`config.mk`:
```
export PLATFORM = sky130hd
export DESIGN_NAME = ffpa_ctrl
export DESIGN_NICKNAME = d
export VERILOG_FILES = /design/src/rtl/core/ffpa_pkg.sv /design/src/rtl/core/ffpa_ctrl.sv
export SDC_FILE = /design/constraint.sdc
export NUM_CORES = 1
export LEC_CHECK = 0
export BUFFER_PORTS_ARGS = -buffer_cell sky130_fd_sc_hd__buf_2
export CELL_PAD_IN_SITES_DETAIL_PLACEMENT = 1
export CELL_PAD_IN_SITES_GLOBAL_PLACEMENT = 1
export CORE_ASPECT_RATIO = 1.5
export CORE_MARGIN = 2
export CORE_UTILIZATION = 36
export CTS_BUF_LIST = sky130_fd_sc_hd__clkbuf_16
export DETAILED_ROUTE_END_ITERATION = 16
export PLACE_DENSITY = 0.89
export REMOVE_ABC_BUFFERS = 1
export SLEW_MARGIN = 20
export SYNTH_ARGS = -nofsm -noshare
export SYNTH_HDL_FRONTEND = slang
export SYNTH_SLANG_ARGS = --single-unit
```
`constraint.sdc`:
```
create_clock -name clk -period 3.15 [get_ports clk]
set_clock_uncertainty 0.2 [all_clocks]
set_input_delay 0.315 -clock clk [delete_from_list [all_inputs] [get_ports clk]]
set_output_delay 0.315 -clock clk [all_outputs]
set_load 0.01 [all_outputs]
```
`src/rtl/core/ffpa_pkg.sv`:
```
// Types, constants and codes of the first-fit pool allocator.
package ffpa_pkg;

    localparam int POOL_BYTES   = 4096;
    localparam int HEADER_BYTES = 24;
    localparam int MAX_SEGMENTS = 64;
    localparam int MAX_BLOCKS   = 128;

    // Pool offsets, including the end of the pool
    localparam int AW    = $clog2(POOL_BYTES + 1);
    // Arithmetic width for sums and compares
    localparam int CW    = ((AW > 12) ? AW : 12) + 2;
    localparam int SI_W  = $clog2(MAX_SEGMENTS);
    localparam int CNT_W = $clog2(MAX_SEGMENTS + 1);
    localparam int RI_W  = $clog2(MAX_BLOCKS);
    localparam int RC_W  = $clog2(MAX_BLOCKS + 1);

    typedef enum logic [1:0] {
        ST_OK      = 2'd0,
        ST_NOFIT   = 2'd1,
        ST_BADFREE = 2'd2,
        ST_FULL    = 2'd3
    } status_t;

    typedef struct packed {
        logic        req_type;
        logic [11:0] alloc_size;
        logic [11:0] free_addr;
    } req_t;

    typedef struct packed {
        status_t     status;
        logic [11:0] data_addr;
    } rsp_t;

    typedef struct packed {
        logic [AW-1:0] start;
        logic [AW-1:0] len;
    } seg_t;

    typedef struct packed {
        logic [AW-1:0] addr;
        logic [AW-1:0] size;
    } rec_t;

    typedef enum logic [3:0] {
        S_INIT,
        S_IDLE,
        S_A_SRD,
        S_A_SCHK,
        S_A_RSCAN,
        S_F_RRD,
        S_F_RCHK,
        S_F_SRD,
        S_F_SCHK,
        S_F_DEC,
        S_SHL_RD,
        S_SHL_WR,
        S_SHR_RD,
        S_SHR_WR,
        S_DONE
    } ctrl_state_t;

    typedef enum logic [4:0] {
        OP_NONE,
        OP_INIT,
        OP_LOAD,
        OP_SEG_RD,
        OP_IDX_INC,
        OP_CUR,
        OP_PREV,
        OP_RIDX_INC,
        OP_A_APPLY,
        OP_REC_RD,
        OP_F_HIT,
        OP_MERGE,
        OP_K_RD_UP,
        OP_K_WR_UP,
        OP_K_RD_DN,
        OP_K_WR_DN,
        OP_CNT_DEC,
        OP_PUT,
        OP_RESULT
    } dp_op_t;

    typedef struct packed {
        dp_op_t  op;
        logic    set_err;
        status_t err;
    } dp_cmd_t;

    typedef struct packed {
        logic idx_end;
        logic fit;
        logic rec_end;
        logic rec_used;
        logic addr_match;
        logic start_ge;
        logic join_prev;
        logic join_next;
        logic seg_full;
        logic rem_big;
        logic up_more;
        logic dn_more;
        logic rsp_free;
    } dp_stat_t;

endpackage

```
`src/rtl/core/ffpa_ctrl.sv`:
```
// Controller: sequences table scans, updates, shifts and the result transaction.
module ffpa_ctrl (
    input  logic               clk,
    input  logic               rst_n,
    input  logic               req_valid,
    input  logic               req_type,
    output logic               req_ready,
    input  ffpa_pkg::dp_stat_t stat,
    output ffpa_pkg::dp_cmd_t  cmd
);
    import ffpa_pkg::*;

    ctrl_state_t state_reg;
    ctrl_state_t state_next;

    // State register
    always_ff @(posedge clk or negedge rst_n)
    begin
        if (!rst_n)
        begin
            state_reg <= S_INIT;
        end
        else
        begin
            state_reg <= state_next;
        end
    end

    // Next state
    always_comb
    begin
        state_next = state_reg;
        case (state_reg)
            S_INIT:    state_next = S_IDLE;
            S_IDLE:
            begin
                if (req_valid)
                begin
                    state_next = req_type ? S_F_RRD : S_A_SRD;
                end
            end
            S_A_SRD:   state_next = stat.idx_end ? S_DONE : S_A_SCHK;
            S_A_SCHK:  state_next = stat.fit ? S_A_RSCAN : S_A_SRD;
            S_A_RSCAN:
            begin
                if (stat.rec_end)
                begin
                    state_next = S_DONE;
                end
                else if (!stat.rec_used)
                begin
                    state_next = stat.rem_big ? S_DONE : S_SHL_RD;
                end
            end
            S_F_RRD:
            begin
                if (stat.rec_end)
                begin
                    state_next = S_DONE;
                end
                else if (stat.rec_used)
                begin
                    state_next = S_F_RCHK;
                end
            end
            S_F_RCHK:  state_next = stat.addr_match ? S_F_SRD : S_F_RRD;
            S_F_SRD:   state_next = stat.idx_end ? S_F_DEC : S_F_SCHK;
            S_F_SCHK:  state_next = stat.start_ge ? S_F_DEC : S_F_SRD;
            S_F_DEC:
            begin
                if (stat.join_prev && stat.join_next)
                begin
                    state_next = S_SHL_RD;
                end
                else if (stat.join_prev || stat.join_next || stat.seg_full)
                begin
                    state_next = S_DONE;
                end
                else
                begin
                    state_next = S_SHR_RD;
                end
            end
            S_SHL_RD:  state_next = stat.up_more ? S_SHL_WR : S_DONE;
            S_SHL_WR:  state_next = S_SHL_RD;
            S_SHR_RD:  state_next = stat.dn_more ? S_SHR_WR : S_DONE;
            S_SHR_WR:  state_next = S_SHR_RD;
            S_DONE:
            begin
                if (stat.rsp_free)
                begin
                    state_next = S_IDLE;
                end
            end
            default:   state_next = S_INIT;
        endcase
    end

    // Command outputs
    always_comb
    begin
        cmd.op      = OP_NONE;
        cmd.set_err = 1'b0;
        cmd.err     = ST_OK;
        req_ready   = 1'b0;
        case (state_reg)
            S_INIT:    cmd.op = OP_INIT;
            S_IDLE:
            begin
                req_ready = 1'b1;
                if (req_valid)
                begin
                    cmd.op = OP_LOAD;
                end
            end
            S_A_SRD:
            begin
                if (stat.idx_end)
                begin
                    cmd.set_err = 1'b1;
                    cmd.err     = ST_NOFIT;
                end
                else
                begin
                    cmd.op = OP_SEG_RD;
                end
            end
            S_A_SCHK:  cmd.op = stat.fit ? OP_CUR : OP_IDX_INC;
            S_A_RSCAN:
            begin
                if (stat.rec_end)
                begin
                    cmd.set_err = 1'b1;
                    cmd.err     = ST_FULL;
                end
                else
                begin
                    cmd.op = stat.rec_used ? OP_RIDX_INC : OP_A_APPLY;
                end
            end
            S_F_RRD:
            begin
                if (stat.rec_end)
                begin
                    cmd.set_err = 1'b1;
                    cmd.err     = ST_BADFREE;
                end
                else
                begin
                    cmd.op = stat.rec_used ? OP_REC_RD : OP_RIDX_INC;
                end
            end
            S_F_RCHK:  cmd.op = stat.addr_match ? OP_F_HIT : OP_RIDX_INC;
            S_F_SRD:
            begin
                if (!stat.idx_end)
                begin
                    cmd.op = OP_SEG_RD;
                end
            end
            S_F_SCHK:  cmd.op = stat.start_ge ? OP_CUR : OP_PREV;
            S_F_DEC:
            begin
                cmd.op = OP_MERGE;
                if (!stat.join_prev && !stat.join_next && stat.seg_full)
                begin
                    cmd.set_err = 1'b1;
                    cmd.err     = ST_FULL;
                end
            end
            S_SHL_RD:  cmd.op = stat.up_more ? OP_K_RD_UP : OP_CNT_DEC;
            S_SHL_WR:  cmd.op = OP_K_WR_UP;
            S_SHR_RD:  cmd.op = stat.dn_more ? OP_K_RD_DN : OP_PUT;
            S_SHR_WR:  cmd.op = OP_K_WR_DN;
            S_DONE:
            begin
                if (stat.rsp_free)
                begin
                    cmd.op = OP_RESULT;
                end
            end
            default:
            begin
            end
        endcase
    end

endmodule

```
==> summary.txt <==
Floorplan
  – Die H: 62.7 um
  – Die Span X: 43.2 um
  – Top-Level Pins: 26
  – # rows: 21
  – Full die area: 2710 um^2
  – Core footprint: 2210 um^2
  – Initial Utilization: 0.375

Worst setup path
  – Reg2reg start: state_reg[0]
  – Register-to-register setup slack: 920 ps
  – Worst path required time: 2630 ps
  – Worst setup path class: register to output pin
  – Element type at the critical path end: output pin
  – Beginning of the critical path: state_reg[0]
  – Crit path arrival time: 2110 ps
  – Crit-path max FO: 22
  – Critical path launch point type: register

Layout
  – Max reg flops: 4
  – Layout area overhead: 25.7%
  – Nets: 166
  – Layout cells sized above 1: 0.272
  – Antenna cells: 0

Pwr
  – Power Dens Cells: 1160 nW/um^2
  – Power Total: 1.21 mW
  – LEAKAGE: 0.457 nW
  – Worst IR Drop VDD: 0.362 mV

GRT
  – Largest net degree at the start of global routing: 23
  – Initial antenna violation count: 0
  – Gr usage total: 0.248
  – Grt ovf: 0
  – Vias in the first global route: 1093
  – First-pass GRT wire length: 5210 um

Timing
  – Crit share post-route: 0.833
  – Final setup viols: 0
  – Tmin final: 2620 ps
  – Worst-margin pin slew: 725 ps
  – RSZ-0062 raised after global routing: no
  – PnR worst setup slack: 527 ps
  – Slew headroom: 0.516
  – Setup TNS: 0 ps
  – Max Freq: 381 MHz
  – Final slew viol count: 0
  – Final hold viol count: 0

Yosys
  – Post-synth EDFFs: 0
  – Post-synth cell types: 46
  – Synth warn: 0
  – Syn Area/Cell: 6.63 um^2
  – Biggest area consumer among synthesized cells: dfrtp_1
  – Synth area leaders: dfrtp_1, a21oi_1, o21ai_0
  – Primary FF master, synth: dfrtp_1
  – Post-synth ARST share: 1.00
  – Synth top area share: 0.121
  – Seq/Total Area, Yosys: 0.121
  – Mapped cell area: 828 um^2
  – Commonest cells post-synth: a21oi_1, o21ai_0, nor2_1
  – Synthesized instance count: 125
  – Synth Register Bits: 4

Routing
  – DR WL/cell: 18.4 um
  – Via Count: 1084
  – DRT Pass-1 Iters: 6
  – Initial DRC Count: 38
  – Drc violations: 0
  – WL final: 3130 um
  – Detail Route Antenna Nets: 0
  – Vias per cell: 6.38

Clock tree
  – Worst-path clk slew: 30 ps
  – Number of buffers created by CTS: 3
  – # clock sinks: 4
  – Clk buf depth: 2
  – Clk root buf: clkbuf_16
  – Post-CTS setup buffers: 0
  – Clock latency on the worst-skew pair: 220 ps
  – H-tree depth: 1
  – CTS tree: built

Place
  – Routability cong.: 0.964
  – HPWL Detailed: 2320 um
  – Setup Slack @ Placement: 801 ps
  – PortBufs: 25

Status
  – Status: finished clean

Hold path
  – Hold crit path type: input port to asynchronous set/reset pin

Job
  – Max cap viols: 0
per-layer routing:
layer,routed length (um),up-vias,track usage,part of all wire
li1,-,515,-,-
met1,1270,532,0.295,0.40
met4,76,0,0.106,0.024
met2,1680,31,0.424,0.54
met5,0,-,0,0
met3,108,6,0.0376,0.035
final timing paths:
path | depth (start not counted) | to
max | 6 | cmd[2]
min | 2 | state_reg[2]
max reg2reg | 5 | state_reg[2]
min reg2reg | 3 | state_reg[1]
max in group asynchronous | 2 | state_reg[0]
min in group clk | 3 | state_reg[0]
power breakdown:
part	total [mW]	internal, mW	switching [mW]
sequential	0.206	0.0795	0.126
clock	0.197	0.162	0.0347
combinational	0.805	0.351	0.453
total	1.21	0.593	0.614
logic make-up after synthesis:
| logic type | synth area share |
|---|---|
| flip-flops | 0.121 |
| AO/OA/AOI/OAI | 0.473 |
| multiplexers | 0.0136 |
| XOR/XNOR | 0.0106 |
| AND/OR/NAND/NOR | 0.287 |
| buffers and inverters | 0.0952 |
final cells by class:
| type | instances | area [um^2] |
|---|---|---|
| Multi-Input combinational cell | 104 | 649 |
| Tap cell | 23 | 28.8 |
| Fill cell | 296 | 1170 |
| Sequential cell | 4 | 100 |
| Timing Repair Buffer | 30 | 165 |
| Clock buffer | 3 | 75.1 |
| Inverter | 6 | 22.5 |
worst max-delay path, cell delays in order (launching register included):
cell     delay (ps)
dfrtp_1         800
nor2b_1         400
nand4_1         170
o21a_1          140
nor2_1          120
or2_2           130
buf_2           120
layout by cell type, fill, tap and decap left out, types with 2 or more instances in the layout:
master      n
nand2_1    10
buf_4       4
nor2b_1     6
nand3_1     2
dfrtp_1     4
nor2_1     12
o21ai_0    13
nand4b_1    2
nand2b_1    4
a22o_1      2
inv_1       5
clkbuf_16   3
o211ai_1    2
nor3_1      4
buf_2      25
nand4_1     2
a21oi_1    13
a21o_1      3
o21ai_1     3
through the flow:
step	std cells	cell area, um^2	hold WS (ps)	utilization
after floorplan	114	772	-181	-
after global placement	166	956	-80.7	0.433
after detailed placement	166	956	-77.6	0.433
after CTS	170	1040	231	0.472
after global routing	170	1040	245	0.472
final	170	1040	233	0.472
repair_timing:
| item | CTS | global route |
|---|---|---|
| endpoints found under the hold margin | 4 | 0 |
| hold buffers | 1 | 0 |
| resized for setup | 0 | 0 |
(Power assumes the default switching activity.)
